`src/sv/fpe_pkg.sv`:
```
// shared types, constants and helper functions of the frustum plane unit
package fpe_pkg;

	localparam int PLANE_COUNT_DEF = 6;
	localparam int PLANE_W = 3;
	localparam int CNT_W = 6;
	localparam int PAIR_COUNT = 8;
	localparam int PAIR_IDX_W = 3;
	localparam int APB_ADDR_W = 6;
	localparam int APB_DATA_W = 64;
	localparam int ACC_W = 68;
	localparam int DIV_W = 48;
	localparam int SQRT_STEPS = 32;
	localparam logic [3:0] LAST_ELEM = 4'd15;
	localparam logic signed [31:0] ONE_Q16 = 32'sh0001_0000;
	localparam logic [63:0] PAIR_DIAG_LO = 64'h0000_0000_0001_0000;
	localparam logic [63:0] PAIR_DIAG_HI = 64'h0001_0000_0000_0000;

	typedef enum logic [3:0] {
		OP_NONE,
		OP_CAPTURE,
		OP_BASE,
		OP_PMUL,
		OP_MMUL,
		OP_RAW_W,
		OP_RAW_E,
		OP_SQ,
		OP_SQRT_INIT,
		OP_SQRT,
		OP_DIV_INIT,
		OP_DIV,
		OP_DIV_WR,
		OP_EMIT
	} op_t;

	typedef struct packed {
		op_t op;
		logic [CNT_W-1:0] cnt;
		logic [PLANE_W-1:0] plane;
		logic [1:0] coef;
	} cmd_t;

	// matrix row that a plane combines with the last row
	function automatic logic [1:0] plane_row(input logic [PLANE_W-1:0] p);
		logic [1:0] r;
		r = p[2:1];
		return r;
	endfunction

	// true where the plane adds its row, false where it subtracts
	function automatic logic plane_add(input logic [PLANE_W-1:0] p);
		logic a;
		a = (p == 3'd0) || (p == 3'd3) || (p == 3'd4);
		return a;
	endfunction

	function automatic logic signed [31:0] sat32(input logic signed [ACC_W-1:0] x);
		logic signed [31:0] r;
		if (x > ACC_W'(64'sh7FFF_FFFF)) begin
			r = 32'sh7FFF_FFFF;
		end else if (x < -ACC_W'(64'sh8000_0000)) begin
			r = 32'sh8000_0000;
		end else begin
			r = x[31:0];
		end
		return r;
	endfunction

	function automatic logic signed [ACC_W-1:0] sext32(input logic signed [31:0] v);
		logic signed [ACC_W-1:0] r;
		r = {{(ACC_W-32){v[31]}}, v};
		return r;
	endfunction

endpackage

```
`src/sv/fpe_regs.sv`:
```
// projection matrix register file behind the apb port
module fpe_regs import fpe_pkg::*; (
	input  logic                                clk,
	input  logic                                arst_n,
	input  logic                                psel,
	input  logic                                penable,
	input  logic                                pwrite,
	input  logic [APB_ADDR_W-1:0]               paddr,
	input  logic [APB_DATA_W-1:0]               pwdata,
	output logic [APB_DATA_W-1:0]               prdata,
	output logic                                pready,
	output logic [PAIR_COUNT-1:0][APB_DATA_W-1:0] proj
);

	logic [PAIR_COUNT-1:0][APB_DATA_W-1:0] proj_q;
	logic [PAIR_IDX_W-1:0] idx;

	assign idx = paddr[APB_ADDR_W-1:3];
	assign pready = 1'b1;
	assign prdata = proj_q[idx];
	assign proj = proj_q;

	always_ff @(posedge clk or negedge arst_n) begin
		if (!arst_n) begin
			proj_q <= '0;
			proj_q[0] <= PAIR_DIAG_LO;
			proj_q[2] <= PAIR_DIAG_HI;
			proj_q[5] <= PAIR_DIAG_LO;
			proj_q[7] <= PAIR_DIAG_HI;
		end else if (psel && penable && pwrite) begin
			proj_q[idx] <= pwdata;
		end
	end

endmodule

```
`config.mk`:
```
export PLATFORM = sky130hd
export DESIGN_NAME = fpe_regs
export DESIGN_NICKNAME = d
export VERILOG_FILES = /design/src/sv/fpe_pkg.sv /design/src/sv/fpe_regs.sv
export SDC_FILE = /design/constraint.sdc
export NUM_CORES = 1
export LEC_CHECK = 0
export BUFFER_PORTS_ARGS = -buffer_cell sky130_fd_sc_hd__buf_2
export CORE_MARGIN = 3
export CORE_UTILIZATION = 30
export CTS_BUF_LIST = sky130_fd_sc_hd__clkbuf_8
export CTS_CLUSTER_DIAMETER = 200
export DETAILED_ROUTE_END_ITERATION = 7
export GPL_TIMING_DRIVEN = 0
export PLACE_DENSITY_LB_ADDON = 0.12
export SLEW_MARGIN = 25
export SYNTH_ARGS = -nofsm -noshare
export SYNTH_HDL_FRONTEND = slang
export SYNTH_SLANG_ARGS = --single-unit
```
`constraint.sdc`:
```
create_clock -name clk -period 1.5 [get_ports clk]
set_input_delay 0.075 -clock clk [delete_from_list [all_inputs] [get_ports clk]]
set_output_delay 0.075 -clock clk [all_outputs]
set_load 0.05 [all_outputs]
```
==> results.txt <==
----------------------------------------------------
[Outcome]
  Status ... finished, violations left
  Violations in the final reports ... hold timing, setup timing

[Setup path]
  Data required time of the worst path ... 1.42 ns
  Critical setup path kind ... reg -> out
  Crit path cell chain ... mux4_2, mux2_4, buf_6
  Peak per-stage delay on the critical path ... 0.50 ns
  Crit path capture type ... output port
  Largest fanout of any net on the critical path ... 2
  Max stage delay cell, worst path ... sky130_fd_sc_hd__mux4_2
  Top delay family on crit path ... multiplexers
  Startpoint class of the critical path ... flip-flop
  Arrival time worst endpoint ... 2.06 ns
  Buffers & Inverters on Critical Path ... 1

[GRT]
  Antenna violations before repair ... 2
  Wire length of the first global-routing pass ... 127,400 um
  Maximum number of pins on one net before global-route repair ... 92
  Global router's overall resource usage ... 21.99%
  Via count of the first global-routing pass ... 18,340
  Global route total overflow ... 0

[Timing]
  Setup repair after global routing missed its margin ... true
  Fmax ... 0.4694 GHz
  Tightest Pin Transition ... 0.5194 ns
  Worst Hold Margin ... -0.4571 ns
  Setup slack after layout ... -0.6304 ns
  Final cycle utilization of the critical path ... 142.0%
  Final critical-path required period ... 2.130 ns
  Max-slew headroom at the worst pin ... 65.37%
  Max Transition Viols Final ... 0
  Final number of hold-violating endpoints ... 193
  Final setup fails ... 76
  Skew final ... 0 ns
  Post-route setup TNS ... -36.70 ns

[Pwr]
  Tot Pwr ... 60.70 mW
  Combinational cell fraction of total power ... 45.7%
  Leakage power ... 16.50 nW
  Power Density ... 1691 nW/um2
  Worst vdd ir ... 0.0009241 V
  Internal cell power ... 35.62 mW
  Switching part of the total power ... 41.32%
  Net switching power figure ... 25.08 mW
  Clk network pwr share ... 23.0%
  Share of total power in sequential cells ... 31.4%

[Job]
  Max_cap viols ... 0

[Route]
  Routed wire length ... 88,290 um
  Drt via density ... 4.859
  Post-route ant nets ... 0
  DRC viols ... 0
  DR iter-0 viols ... 664
  Mean routed wirelength per cell ... 25.80 um
  1st-pass router iterations ... 6
  Via count ... 16,630

[Synthesis]
  Most area-hungry cell type in the Yosys netlist ... sky130_fd_sc_hd__dfrtp_1
  Ys flop type ... sky130_fd_sc_hd__dfrtp_1
  Synth unique cells ... 16
  Total of warnings raised by yosys ... 0
  Top area cells in the synthesized netlist ... sky130_fd_sc_hd__dfrtp_1 56%, sky130_fd_sc_hd__mux2_2 27%, sky130_fd_sc_hd__mux4_2 13%
  Post-synthesis instance area ... 22,680 um2
  Register area share after synthesis ... 56.50%
  Number of nets in the synthesized netlist ... 1,391
  Post-Synthesis Mean Instance Area ... 17.24 um2
  Fraction of post-synthesis cell area in the top cell type by area ... 56.04%
  Number of enable-type register cells in the synthesized netlist ... 0
  Number of storage elements in the synthesis netlist ... 512
  Share of synthesized flip-flops with an asynchronous set or reset ... 100.0%
  Synth cell count leaders ... 543 x sky130_fd_sc_hd__mux2_2, 508 x sky130_fd_sc_hd__dfrtp_1, 128 x sky130_fd_sc_hd__mux4_2
  Cells after Synth ... 1,316
  Most frequent cell after synthesis ... sky130_fd_sc_hd__mux2_2

[Floorplan]
  Die ar. ... 78,950 um2
  Area of the placeable core ... 74,700 um2
  Site Rows ... 100
  Chip width ... 281.0 um
  Vert. Die Dim ... 281.0 um
  Starting density of the core ... 30.37%
  Total I/O pin count ... 652

[Placement]
  Placed Cells ... 2,936
  Port Buffer Count ... 645
  HPWL after detailed placement ... 60,360 um
  Placement Cell Area ... 28,010 um2
  Routability congestion estimate ... 0.8056
  Post-placement setup slack ... -1.098 ns

[Layout]
  Area Growth Syn to Fin ... 58.22%
  Final-stage net count ... 2,446
  Number of standard cells in the layout, taps in and fillers out ... 3,422
  Share of layout cells above drive strength 1 ... 93.83%
  Max reg flops ... 512
  Finished Cell Area ... 35,890 um2
  Util after Layout ... 48.05%
  Total of fill cells in the finished design ... 6,568

[CTS]
  Clock latency of the later-clocked register in the worst-skew pair ... 0.65 ns
  CTS root buffer ... sky130_fd_sc_hd__clkbuf_8
  Count of hold-fix buffers inserted at cts ... 69
  CTS Buf Count ... 96
  H-tree level count ... 3
  Clock tree from TritonCTS ... yes
  Clock transition at path regs ... 0.06 ns
  CTS max path bufs ... 3
  Clock sinks ... 512

[Worst hold path]
  Hold crit path type ... in -> async

----------------------------------------------------
## metal layers
metal  global-route usage [%]  vias to the layer above  share of wire, %
met5                        0                        -             0.019
met4                    7.783                        2               3.2
met1                    26.00                     8773                38
met3                    7.534                      144               8.6
met2                    37.26                      591                50
li1                         -                     7119                 -
## worst register-to-register path, cell delays in order, from the launching register on
cell,delay [ns]
sky130_fd_sc_hd__dfrtp_2,0.41
sky130_fd_sc_hd__buf_6,0.12
sky130_fd_sc_hd__buf_6,0.11
sky130_fd_sc_hd__mux2_1,0.28
## cells by family after synthesis
logic type	count (synthesis)	share of synthesized area, %
buffers and inverters	86	1.787
other	1	0.01653
muxes	704	41.30
DFF	512	56.50
and+or+nand+nor	13	0.3916
## layout make-up
| type | instances | area, um2 | share of cell area, % |
|---|---|---|---|
| well taps | 969 | 1212 | 3.378 |
| diodes | 4 | 10.01 | 0.02789 |
| multi-input cells | 718 | 9714 | 27.07 |
| flip-flops and latches | 512 | 13450 | 37.46 |
| repair buffers | 957 | 9035 | 25.17 |
| plain buffers | 86 | 478.0 | 1.332 |
| clock buffers | 127 | 1748 | 4.870 |
| clock inverters | 49 | 249.0 | 0.6937 |
## power groups by stage
stage               sequential [mW]  clock, mW  combinational [mW]
floorplan                      28.6          0                5.98
global placement               19.4          0                21.2
detailed placement             19.5          0                21.4
CTS                            19.0       14.5                25.9
global route                   19.4       15.1                28.7
finish                         19.0       13.9                27.7
## cells in the final DEF, fill, tap and decap left out, types with 9 or more instances in the layout
cell type                       instances
sky130_fd_sc_hd__inv_1                 39
sky130_fd_sc_hd__buf_6                222
sky130_fd_sc_hd__buf_8                131
sky130_fd_sc_hd__mux4_2               128
sky130_fd_sc_hd__mux2_1                33
sky130_fd_sc_hd__dlygate4sd3_1         66
sky130_fd_sc_hd__buf_4                139
sky130_fd_sc_hd__clkbuf_2               9
sky130_fd_sc_hd__mux2_4                56
sky130_fd_sc_hd__dfrtp_2              502
sky130_fd_sc_hd__buf_2                416
sky130_fd_sc_hd__buf_12                47
sky130_fd_sc_hd__mux2_2               487
sky130_fd_sc_hd__buf_16                 9
sky130_fd_sc_hd__clkbuf_8             127
## timing repair
action / CTS / global route
gates resized for setup: 564 / 506
setup endpoints to repair: 626 / 365
pin swaps: 8 / 1
endpoints found under the hold margin: 706 / 160
buffers inserted: 194 / 56
## path summary, 6_finish.rpt
check,slack [ns],end,cells after the start,start
max in group asynchronous,0.33,proj[333],7,arst_n
hold reg to reg,0.50,proj[196],1,proj[196]
min in group clk,0.19,proj[257],5,paddr[5]
setup / recovery,-0.63,prdata[13],3,proj[13]
hold / removal,-0.46,proj[49],4,arst_n
setup reg to reg,0.47,proj[133],3,proj[133]
No activity file was read; power rests on OpenSTA's default activity.
