==> config.mk <==
export PLATFORM = sky130hd
export DESIGN_NAME = fpe_ctrl
export DESIGN_NICKNAME = d
export VERILOG_FILES = /design/src/sv/fpe_pkg.sv /design/src/sv/fpe_ctrl.sv
export SDC_FILE = /design/constraint.sdc
export NUM_CORES = 1
export LEC_CHECK = 0
export BUFFER_PORTS_ARGS = -buffer_cell sky130_fd_sc_hd__buf_2
export CORE_MARGIN = 5
export CORE_UTILIZATION = 49
export CTS_CLUSTER_DIAMETER = 150
export CTS_CLUSTER_SIZE = 24
export DETAILED_ROUTE_END_ITERATION = 10
export HOLD_SLACK_MARGIN = 0.05
export PLACE_DENSITY = 0.8
export RECOVER_POWER = 25
export SETUP_SLACK_MARGIN = 0.4
export SLEW_MARGIN = 20
export SYNTH_ARGS = -nofsm -noshare
export SYNTH_HDL_FRONTEND = slang
export SYNTH_SLANG_ARGS = --single-unit
==> constraint.sdc <==
create_clock -name clk -period 1.7 [get_ports clk]
set_input_delay 0.34 -clock clk [delete_from_list [all_inputs] [get_ports clk]]
set_output_delay 0.34 -clock clk [all_outputs]
set_load 0.005 [all_outputs]
==> src/sv/fpe_pkg.sv <==
// shared types, constants and helper functions of the frustum plane unit
package fpe_pkg;

	localparam int PLANE_COUNT_DEF = 6;
	localparam int PLANE_W = 3;
	localparam int CNT_W = 6;
	localparam int PAIR_COUNT = 8;
	localparam int PAIR_IDX_W = 3;
	localparam int APB_ADDR_W = 6;
	localparam int APB_DATA_W = 64;
	localparam int ACC_W = 68;
	localparam int DIV_W = 48;
	localparam int SQRT_STEPS = 32;
	localparam logic [3:0] LAST_ELEM = 4'd15;
	localparam logic signed [31:0] ONE_Q16 = 32'sh0001_0000;
	localparam logic [63:0] PAIR_DIAG_LO = 64'h0000_0000_0001_0000;
	localparam logic [63:0] PAIR_DIAG_HI = 64'h0001_0000_0000_0000;

	typedef enum logic [3:0] {
		OP_NONE,
		OP_CAPTURE,
		OP_BASE,
		OP_PMUL,
		OP_MMUL,
		OP_RAW_W,
		OP_RAW_E,
		OP_SQ,
		OP_SQRT_INIT,
		OP_SQRT,
		OP_DIV_INIT,
		OP_DIV,
		OP_DIV_WR,
		OP_EMIT
	} op_t;

	typedef struct packed {
		op_t op;
		logic [CNT_W-1:0] cnt;
		logic [PLANE_W-1:0] plane;
		logic [1:0] coef;
	} cmd_t;

	// matrix row that a plane combines with the last row
	function automatic logic [1:0] plane_row(input logic [PLANE_W-1:0] p);
		logic [1:0] r;
		r = p[2:1];
		return r;
	endfunction

	// true where the plane adds its row, false where it subtracts
	function automatic logic plane_add(input logic [PLANE_W-1:0] p);
		logic a;
		a = (p == 3'd0) || (p == 3'd3) || (p == 3'd4);
		return a;
	endfunction

	function automatic logic signed [31:0] sat32(input logic signed [ACC_W-1:0] x);
		logic signed [31:0] r;
		if (x > ACC_W'(64'sh7FFF_FFFF)) begin
			r = 32'sh7FFF_FFFF;
		end else if (x < -ACC_W'(64'sh8000_0000)) begin
			r = 32'sh8000_0000;
		end else begin
			r = x[31:0];
		end
		return r;
	endfunction

	function automatic logic signed [ACC_W-1:0] sext32(input logic signed [31:0] v);
		logic signed [ACC_W-1:0] r;
		r = {{(ACC_W-32){v[31]}}, v};
		return r;
	endfunction

endpackage

==> src/sv/fpe_ctrl.sv <==
// sequencer for point tests and plane rebuilds
module fpe_ctrl import fpe_pkg::*; #(
	parameter int PLANE_COUNT = PLANE_COUNT_DEF
) (
	input  logic       clk,
	input  logic       arst_n,
	input  logic       in_valid,
	input  logic       command,
	input  logic [3:0] element_index,
	input  logic       out_stall,
	output logic       in_stall,
	output logic       out_valid,
	output cmd_t       cmd
);

	localparam logic [3:0] S_IDLE       = 4'd0;
	localparam logic [3:0] S_TEST       = 4'd1;
	localparam logic [3:0] S_TEST_DRAIN = 4'd2;
	localparam logic [3:0] S_EMIT       = 4'd3;
	localparam logic [3:0] S_MAT        = 4'd4;
	localparam logic [3:0] S_MAT_DRAIN  = 4'd5;
	localparam logic [3:0] S_RAW        = 4'd6;
	localparam logic [3:0] S_SQ         = 4'd7;
	localparam logic [3:0] S_SQ_DRAIN   = 4'd8;
	localparam logic [3:0] S_SQRT_INIT  = 4'd9;
	localparam logic [3:0] S_SQRT       = 4'd10;
	localparam logic [3:0] S_DIV_INIT   = 4'd11;
	localparam logic [3:0] S_DIV        = 4'd12;
	localparam logic [3:0] S_DIV_WR     = 4'd13;

	localparam logic [CNT_W-1:0] LAST_TEST = CNT_W'(PLANE_COUNT*4-1);
	localparam logic [CNT_W-1:0] LAST_MAT  = CNT_W'(63);
	localparam logic [CNT_W-1:0] LAST_RAW  = CNT_W'(7);
	localparam logic [CNT_W-1:0] LAST_SQ   = CNT_W'(2);
	localparam logic [CNT_W-1:0] LAST_SQRT = CNT_W'(SQRT_STEPS-1);
	localparam logic [CNT_W-1:0] LAST_DIV  = CNT_W'(DIV_W-1);
	localparam logic [PLANE_W-1:0] LAST_PLANE = PLANE_W'(PLANE_COUNT-1);

	logic [3:0] state_q, state_d;
	logic [CNT_W-1:0] cnt_q, cnt_d;
	logic [PLANE_W-1:0] plane_q, plane_d;
	logic [1:0] coef_q, coef_d;
	logic out_valid_q, out_valid_d;

	assign in_stall = (state_q != S_IDLE);
	assign out_valid = out_valid_q;

	always_comb begin
		state_d = state_q;
		cnt_d = cnt_q;
		plane_d = plane_q;
		coef_d = coef_q;
		cmd = '{op: OP_NONE, cnt: cnt_q, plane: plane_q, coef: coef_q};
		unique case (state_q)
			S_IDLE: begin
				if (in_valid) begin
					cmd.op = OP_CAPTURE;
					cnt_d = '0;
					if (command) begin
						state_d = S_TEST;
					end else if (element_index == LAST_ELEM) begin
						state_d = S_MAT;
					end
				end
			end
			S_TEST: begin
				cmd.op = (cnt_q[1:0] == 2'd0) ? OP_BASE : OP_PMUL;
				cnt_d = cnt_q + 1'b1;
				if (cnt_q == LAST_TEST) state_d = S_TEST_DRAIN;
			end
			S_TEST_DRAIN: state_d = S_EMIT;
			S_EMIT: begin
				if (!out_valid_q || !out_stall) begin
					cmd.op = OP_EMIT;
					state_d = S_IDLE;
				end
			end
			S_MAT: begin
				cmd.op = OP_MMUL;
				cnt_d = cnt_q + 1'b1;
				if (cnt_q == LAST_MAT) state_d = S_MAT_DRAIN;
			end
			S_MAT_DRAIN: begin
				cnt_d = '0;
				plane_d = '0;
				state_d = S_RAW;
			end
			S_RAW: begin
				cmd.op = cnt_q[0] ? OP_RAW_E : OP_RAW_W;
				cnt_d = cnt_q + 1'b1;
				if (cnt_q == LAST_RAW) begin
					cnt_d = '0;
					state_d = S_SQ;
				end
			end
			S_SQ: begin
				cmd.op = OP_SQ;
				cnt_d = cnt_q + 1'b1;
				if (cnt_q == LAST_SQ) state_d = S_SQ_DRAIN;
			end
			S_SQ_DRAIN: state_d = S_SQRT_INIT;
			S_SQRT_INIT: begin
				cmd.op = OP_SQRT_INIT;
				cnt_d = '0;
				state_d = S_SQRT;
			end
			S_SQRT: begin
				cmd.op = OP_SQRT;
				cnt_d = cnt_q + 1'b1;
				if (cnt_q == LAST_SQRT) begin
					coef_d = '0;
					state_d = S_DIV_INIT;
				end
			end
			S_DIV_INIT: begin
				cmd.op = OP_DIV_INIT;
				cnt_d = '0;
				state_d = S_DIV;
			end
			S_DIV: begin
				cmd.op = OP_DIV;
				cnt_d = cnt_q + 1'b1;
				if (cnt_q == LAST_DIV) state_d = S_DIV_WR;
			end
			S_DIV_WR: begin
				cmd.op = OP_DIV_WR;
				if (coef_q == 2'd3) begin
					cnt_d = '0;
					if (plane_q == LAST_PLANE) begin
						state_d = S_IDLE;
					end else begin
						plane_d = plane_q + 1'b1;
						state_d = S_RAW;
					end
				end else begin
					coef_d = coef_q + 1'b1;
					state_d = S_DIV_INIT;
				end
			end
			default: state_d = S_IDLE;
		endcase
	end

	always_comb begin
		out_valid_d = out_valid_q;
		if (cmd.op == OP_EMIT) begin
			out_valid_d = 1'b1;
		end else if (out_valid_q && !out_stall) begin
			out_valid_d = 1'b0;
		end
	end

	always_ff @(posedge clk or negedge arst_n) begin
		if (!arst_n) begin
			state_q <= S_IDLE;
			cnt_q <= '0;
			plane_q <= '0;
			coef_q <= '0;
			out_valid_q <= 1'b0;
		end else begin
			state_q <= state_d;
			cnt_q <= cnt_d;
			plane_q <= plane_d;
			coef_q <= coef_d;
			out_valid_q <= out_valid_d;
		end
	end

endmodule

==> summary.md, run 1 <==
| Metric | Value |
|---|---|
| Setup slack, reg-to-reg | -0.11 ns |
| Hold Path Cell Cnt | 3 |
| Total die area | 3884 sq um |
| Distinct cell type count after synthesis | 47 |
| Crit Path Class | register to output pin |
| Top cells by count, synth | nand2_1, o21ai_0, dfrtp_1 |
| RSZ-0062 raised after global routing | true |
| Sequential area share after synthesis | 29.85% |
| Worst skew pair latency | 0.32 ns |
| Gr ovfl total | 0 |
| Placed instance area | 1643 sq um |
| Final Wtd Congestion | 0.9097 |
| Row count | 19 |
| Area added between synthesis and finish | 67.26% |
| Setup WS pre-CTS | -0.03695 ns |
| First-pass GRT wire length | 7.396 mm |
| HPWL after DPL | 2.873 mm |
| Yosys reg bits | 16 |
| Die width | 62.32 um |
| Fillers | 162 |
| Die height | 62.32 um |
| Post-synth ARST share | 100.0% |
| Reg2reg end | state_q[1]$_DFFE_PN0P_ |
| Initial Util | 49.93% |
| Max Cap Viol | 0 |
| Top-area cell type share of the netlist area | 29.85% |
| Vias per inst | 6.390 |
| Synth area leader | dfrtp_1 |
| Peak Freq | 519.1 MHz |
| Mapped Area | 1341 sq um |
| P_leak | 0.9871 nW |
| Reg area | 410.4 sq um |
| Clk buf depth | 2 |
| Dominant synthesized flop cell | dfrtp_1 |
| Crit. End Element | output pin |
| Post-synthesis average cell area | 7.844 sq um |
| Post-route DRC | 0 |
| Antenna cells | 0 |
| CTS tree | built |
| Setup TNS | -1.055 ns |
| Final setup skew | 0.01598 ns |
| Multi-input combinational cell area | 1109 sq um |
| Final core utilization | 83.51% |
| Detailed Route Iter0 Violations | 148 |
| Routed vias | 1,738 |
| I/O Pins | 26 |
| Initial antenna violation count | 0 |
| Worst Hold End | out_valid$_DFFE_PN0P_ |
| CTS Buf Count | 3 |
| Setup ws final | -0.2265 ns |
| Core area | 2686 sq um |
| CP arrival | 1.59 ns |
| Status | finished with violations |
| Hold slack | 0.3868 ns |
| Final period util | 113.3% |
| Relative slew slack | 34.93% |
| Nets | 257 |
| Max FO, Critical Path | 6 |
| Post-route design area | 2243 sq um |
| CP startpoint kind | register |
| Most numerous cell in the Yosys netlist | nand2_1 |
| Number of synthesized flops with an enable pin | 0 |
| Clock Sinks | 16 |
| Least-Margin Pin Slew | 0.9761 ns |
| Share of layout cells above drive strength 1 | 59.75% |
| VDD IR max | 0.4283 mV |
| Final wirelength | 5.215 mm |
| Worst Reg-to-Reg Cells | 9 |
| Clock Root Buffer | clkbuf_4 |
| Failing checks | negative setup slack |
| H-Tree Depth | 1 |
| Final max-slew violation count | 0 |
| Clock transition at path regs | 0.12 ns |
| Largest net degree at the start of global routing | 17 |
| Cells after Synth | 171 |
| Final min period | 1.927 ns |
| WP data required | 1.36 ns |
| R2r startpoint | state_q[2]$_DFFE_PN0P_ |
| WL per Instance | 19.17 um |
| Top post-synthesis cells by area | dfrtp_1, nand2_1, o21ai_0 |
| PD cells | 305.1 nW/um^2 |
| # setup viols final | 13 |
| Drt pass-1 iters | 4 |
| Hold Vio Cnt, Final | 0 |
| Post-route ant nets | 0 |
| Hold Path Class | input pin to register |
| Synthesis Warnings | 0 |
| Number of global-route vias before repair | 1,604 |
| Post-Syn Nets | 186 |
| Number of buffers added on ports | 25 |
| Worst Hold Launch | out_stall |
| Global-route usage over all layers | 23.56% |
[cells by family after synthesis]
family	Yosys count	share of synthesized area [%]
AO/OA/AOI/OAI	63	32.00
AND/OR/NAND/NOR	61	22.11
buffers and inverters	20	6.809
flip-flops	16	29.85
adder cells (fa/ha/maj)	6	5.597
multiplexers	3	2.332
XOR/XNOR	2	1.306
[cell type report]
type | count | share of cell area (%)
flip-flops and latches | 16 | 18.29
inverters | 9 | 1.617
clock buffers | 4 | 1.617
repair buffers | 77 | 27.33
multi-input cells | 135 | 49.41
well taps | 31 | 1.729
[worst max-delay path, stage by stage, from the launching register on]
cell and delay [ns]:
dfrtp_2 0.46, inv_2 0.10, nor2_1 0.13, a21oi_1 0.07
o32ai_1 0.24, o21a_1 0.16, buf_2 0.10
[flip-flops by register name (all words and copies together) (netlist names)]
signal	count
cnt_q	6
coef_q	2
out_valid	1
plane_q	3
state_q	4
[per-stage QoR]
stage | total power, mW | instances
2_1_floorplan | 0.3910 | 171
3_3_place_gp | 0.4086 | 234
3_5_place_dp | 0.4090 | 234
4_1_cts | 0.6703 | 260
5_1_grt | 0.6974 | 272
6_report | 0.6844 | 272
[power by group]
group | total (mW) | switching (mW) | internal [mW]
clock network | 0.280 | 0.149 | 0.131
registers | 0.380 | 0.000000000000000129 | 0.380
logic | 0.0241 | 0.0146 | 0.00949
[worst max-delay path by stage]
stage | startpoint | endpoint | slack (ns)
after floorplan | cnt_q[1]$_DFFE_PN0P_ | state_q[1]$_DFFE_PN0P_ | 0.16
after global placement | state_q[0]$_DFFE_PN0P_ | cnt_q[5]$_DFFE_PN0P_ | 0.04
after detailed placement | cnt_q[1]$_DFFE_PN0P_ | state_q[1]$_DFFE_PN0P_ | -0.04
after CTS | cnt_q[0]$_DFFE_PN0P_ | cmd[11] | -0.18
after global routing | cnt_q[1]$_DFFE_PN0P_ | cmd[11] | -0.30
final | state_q[0]$_DFFE_PN0P_ | cmd[11] | -0.23
[cells in the final DEF (no fill, tap or decap), types with 3 or more instances in the layout]
cell type	n
a21oi_1	8
a21oi_2	5
buf_2	20
buf_4	32
buf_6	23
clkbuf_4	3
dfrtp_1	8
dfrtp_2	8
ha_1	4
inv_1	5
inv_2	3
nand2_1	15
nand2_2	6
nand2b_4	3
nand4_1	4
nor2_1	7
nor2_2	4
nor2_4	3
nor3_1	3
o21ai_0	5
o21ai_1	10
o21ai_2	5
o31ai_1	3
[layer usage]
| layer | vias to the layer above | global-route usage, % | routed length [um] |
|---|---|---|---|
| met5 | - | 0 | 0 |
| met4 | 0 | 11.41 | 187 |
| met3 | 23 | 4.505 | 380 |
| met2 | 93 | 40.41 | 2566 |
| met1 | 857 | 27.90 | 2081 |
| li1 | 765 | - | - |
[timing repair]
| item | in CTS | in global routing |
|---|---|---|
| resized for setup | 46 | 39 |
| endpoints found under the setup margin | 23 | 27 |
| gates cloned | 0 | 0 |
| hold buffers | 1 | 0 |
| buffers inserted | 21 | 12 |
| endpoints found under the hold margin | 16 | 0 |
| pin swaps | 14 | 12 |
Note: power is estimated with default switching activity, not from simulation.
==> inputs of run 2 (changes only) <==
- CORE_UTILIZATION: 49 -> 55
- PLACE_DENSITY: 0.8 -> 0.84
- REMOVE_ABC_BUFFERS: default -> 1
- clock period: 1.7 -> 2 ns (I/O delays scaled with it)
==> run 2 against run 1 <==
Effect of this change: the flow still finishes with violations (negative setup slack); clock skew down 0.0080 ns; flip-flop and latch count unchanged; clock power down 36%; die area down 9.2%; largest power group unchanged; highest routed layer unchanged.
==> summary.md, run 2 (same netlist as run 1, synthesis figures left out) <==
| Metric | Value |
|---|---|
| Status | finished with violations |
| Failing checks | negative setup slack |
| Initial antenna violation count | 0 |
| CTS Buf Count | 3 |
| RSZ-0062 raised after global routing | true |
| Clock Sinks | 16 |
| Worst skew pair latency | 0.30 ns |
| P_leak | 0.8485 nW |
| Share of layout cells above drive strength 1 | 47.96% |
| Die width | 59.39 um |
| I/O Pins | 26 |
| Most frequent cells in the layout | buf_4, buf_2, nand2_1, o21ai_0, dfrtp_1 |
| Gr ovfl total | 0 |
| Peak Freq | 491.9 MHz |
| Critical path's slowest cell | dfrtp_2 |
| Met3 usage | 4.357% |
| Detailed Route Iter0 Violations | 120 |
| # setup viols final | 2 |
| CP startpoint kind | register |
| First-pass GRT wire length | 6.913 mm |
| Initial Util | 58.93% |
| Number of buffers added on ports | 25 |
| Relative slew slack | 40.77% |
| Total power | 0.5234 mW |
| Hold slack | 0.4351 ns |
| Routed vias | 1,635 |
| Drt pass-1 iters | 5 |
| Gr busiest metal | met2 |
| Setup ws final | -0.03282 ns |
| CTS tree | built |
| Nets | 238 |
| CP dominant cell by count | buf_4 |
| Crit-path cells | buf_4 > buf_4 > nor2_4 > a21oi_2 > a21oi_1 > buf_2 |
| HPWL after DPL | 2.625 mm |
| Post-route DRC | 0 |
| WL per Instance | 18.38 um |
| Final wirelength | 4.576 mm |
| Vias per inst | 6.566 |
| Largest net degree at the start of global routing | 17 |
| Crit. End Element | output pin |
| GRT met1 Usage | 31.30% |
| Final period util | 101.6% |
| CP arrival | 1.63 ns |
| Final Wtd Congestion | 0.9151 |
| Area added between synthesis and finish | 44.78% |
| VDD IR max | 0.2778 mV |
| Max FO, Critical Path | 4 |
| Global-route usage over all layers | 25.43% |
| Final setup skew | 0.008009 ns |
| Final max-slew violation count | 0 |
| Core area | 2276 sq um |
| Largest regs | cnt_q (6), state_q (4), plane_q (3) |
| Setup slack, reg-to-reg | 0.13 ns |
| CP max stage delay | 0.45 ns |
| Clock Root Buffer | clkbuf_4 |
| Final min period | 2.033 ns |
| Total die area | 3527 sq um |
| CP delay by family, top | flip-flops |
| Hold Path Class | input pin to register |
| Post-route design area | 1942 sq um |
| PD cells | 269.5 nW/um^2 |
| Clk buf depth | 2 |
| Buf+Inv Stages, Crit Path | 3 |
| Clock transition at path regs | 0.10 ns |
| Met2 Resource Use GR | 44.77% |
| Largest register FFs | 6 |
| Dpl cells | 220 |
| Row count | 17 |
| Max Cap Viol | 0 |
| Die height | 59.39 um |
| Final cell count without fillers | 249 |
| Largest reg by FF count | cnt_q |
| Placed instance area | 1496 sq um |
| Crit Path Class | register to output pin |
| Most common cell after layout, fill and taps aside | buf_4 |
| Fillers | 127 |
| Hold Vio Cnt, Final | 0 |
| Antenna cells | 0 |
| WP data required | 1.60 ns |
| H-Tree Depth | 1 |
| Number of global-route vias before repair | 1,524 |
| Least-Margin Pin Slew | 0.8885 ns |
| Post-route ant nets | 0 |
## run 2: cell count changes in the layout (fill, tap and decap cells not counted), sizes merged
cell,delta
buf,-19
clkbuf,-1
## run 2: final cells by class
type,count,area (sq um),share of cell area (%)
multi-input combinational,135,1064,54.77
sequential,16,406.6,20.94
timing repair buffer,58,380.4,19.59
tap,28,35.03,1.804
inverter,9,33.78,1.740
clock buffer,3,22.52,1.160
## run 2: worst reg2reg max path: cells and delay by family (launching register included)
kind            cells  cell delay [ns]
compound gates      4             0.66
buf+inv             5             0.63
flops               1             0.41
simple gates        1             0.05
## run 2: worst paths after layout
path,from,endpoint,cells past startpoint
max in group asynchronous,arst_n,cnt_q[3]$_DFFE_PN0P_,2
max,state_q[0]$_DFFE_PN0P_,cmd[12],6
min,out_stall,out_valid$_DFFE_PN0P_,3
min in group asynchronous,arst_n,out_valid$_DFFE_PN0P_,2
max reg2reg,state_q[0]$_DFFE_PN0P_,state_q[1]$_DFFE_PN0P_,10
min reg2reg,coef_q[1]$_DFFE_PN0P_,coef_q[1]$_DFFE_PN0P_,1
## run 2: routing by layer
metal	vias to the layer above	share of wire (%)
met5	-	0
met4	0	3.8
met3	26	8.1
met2	108	50
met1	780	38
li1	721	-
## run 2: where the power goes
part	switching, mW	internal (mW)	leakage, nW
Combinational	0.0120	0.00808	0.631
Sequential	0.000000000000000118	0.323	0.203
Clock	0.110	0.0704	0.0138
Total	0.122	0.402	0.848
## run 2: timing repair
item	in CTS	in global routing
endpoints found under the setup margin	17	17
gates resized for setup	30	25
cloned	0	0
pin swaps	8	9
hold buffers	1	0
endpoints found under the hold margin	16	0
setup buffers	17	8
## run 2: through the flow
| step | setup slack [ns] | setup TNS, ns | utilization (%) |
|---|---|---|---|
| final | -0.03282 | -0.05217 | 85.32 |
| after global routing | -0.04473 | -0.1127 | 85.32 |
| after CTS | 0.07304 | 0 | 77.90 |
| after detailed placement | 0.1185 | 0 | 65.75 |
| after global placement | 0.1877 | 0 | 65.75 |
| after floorplan | 0.2584 | 0 | - |
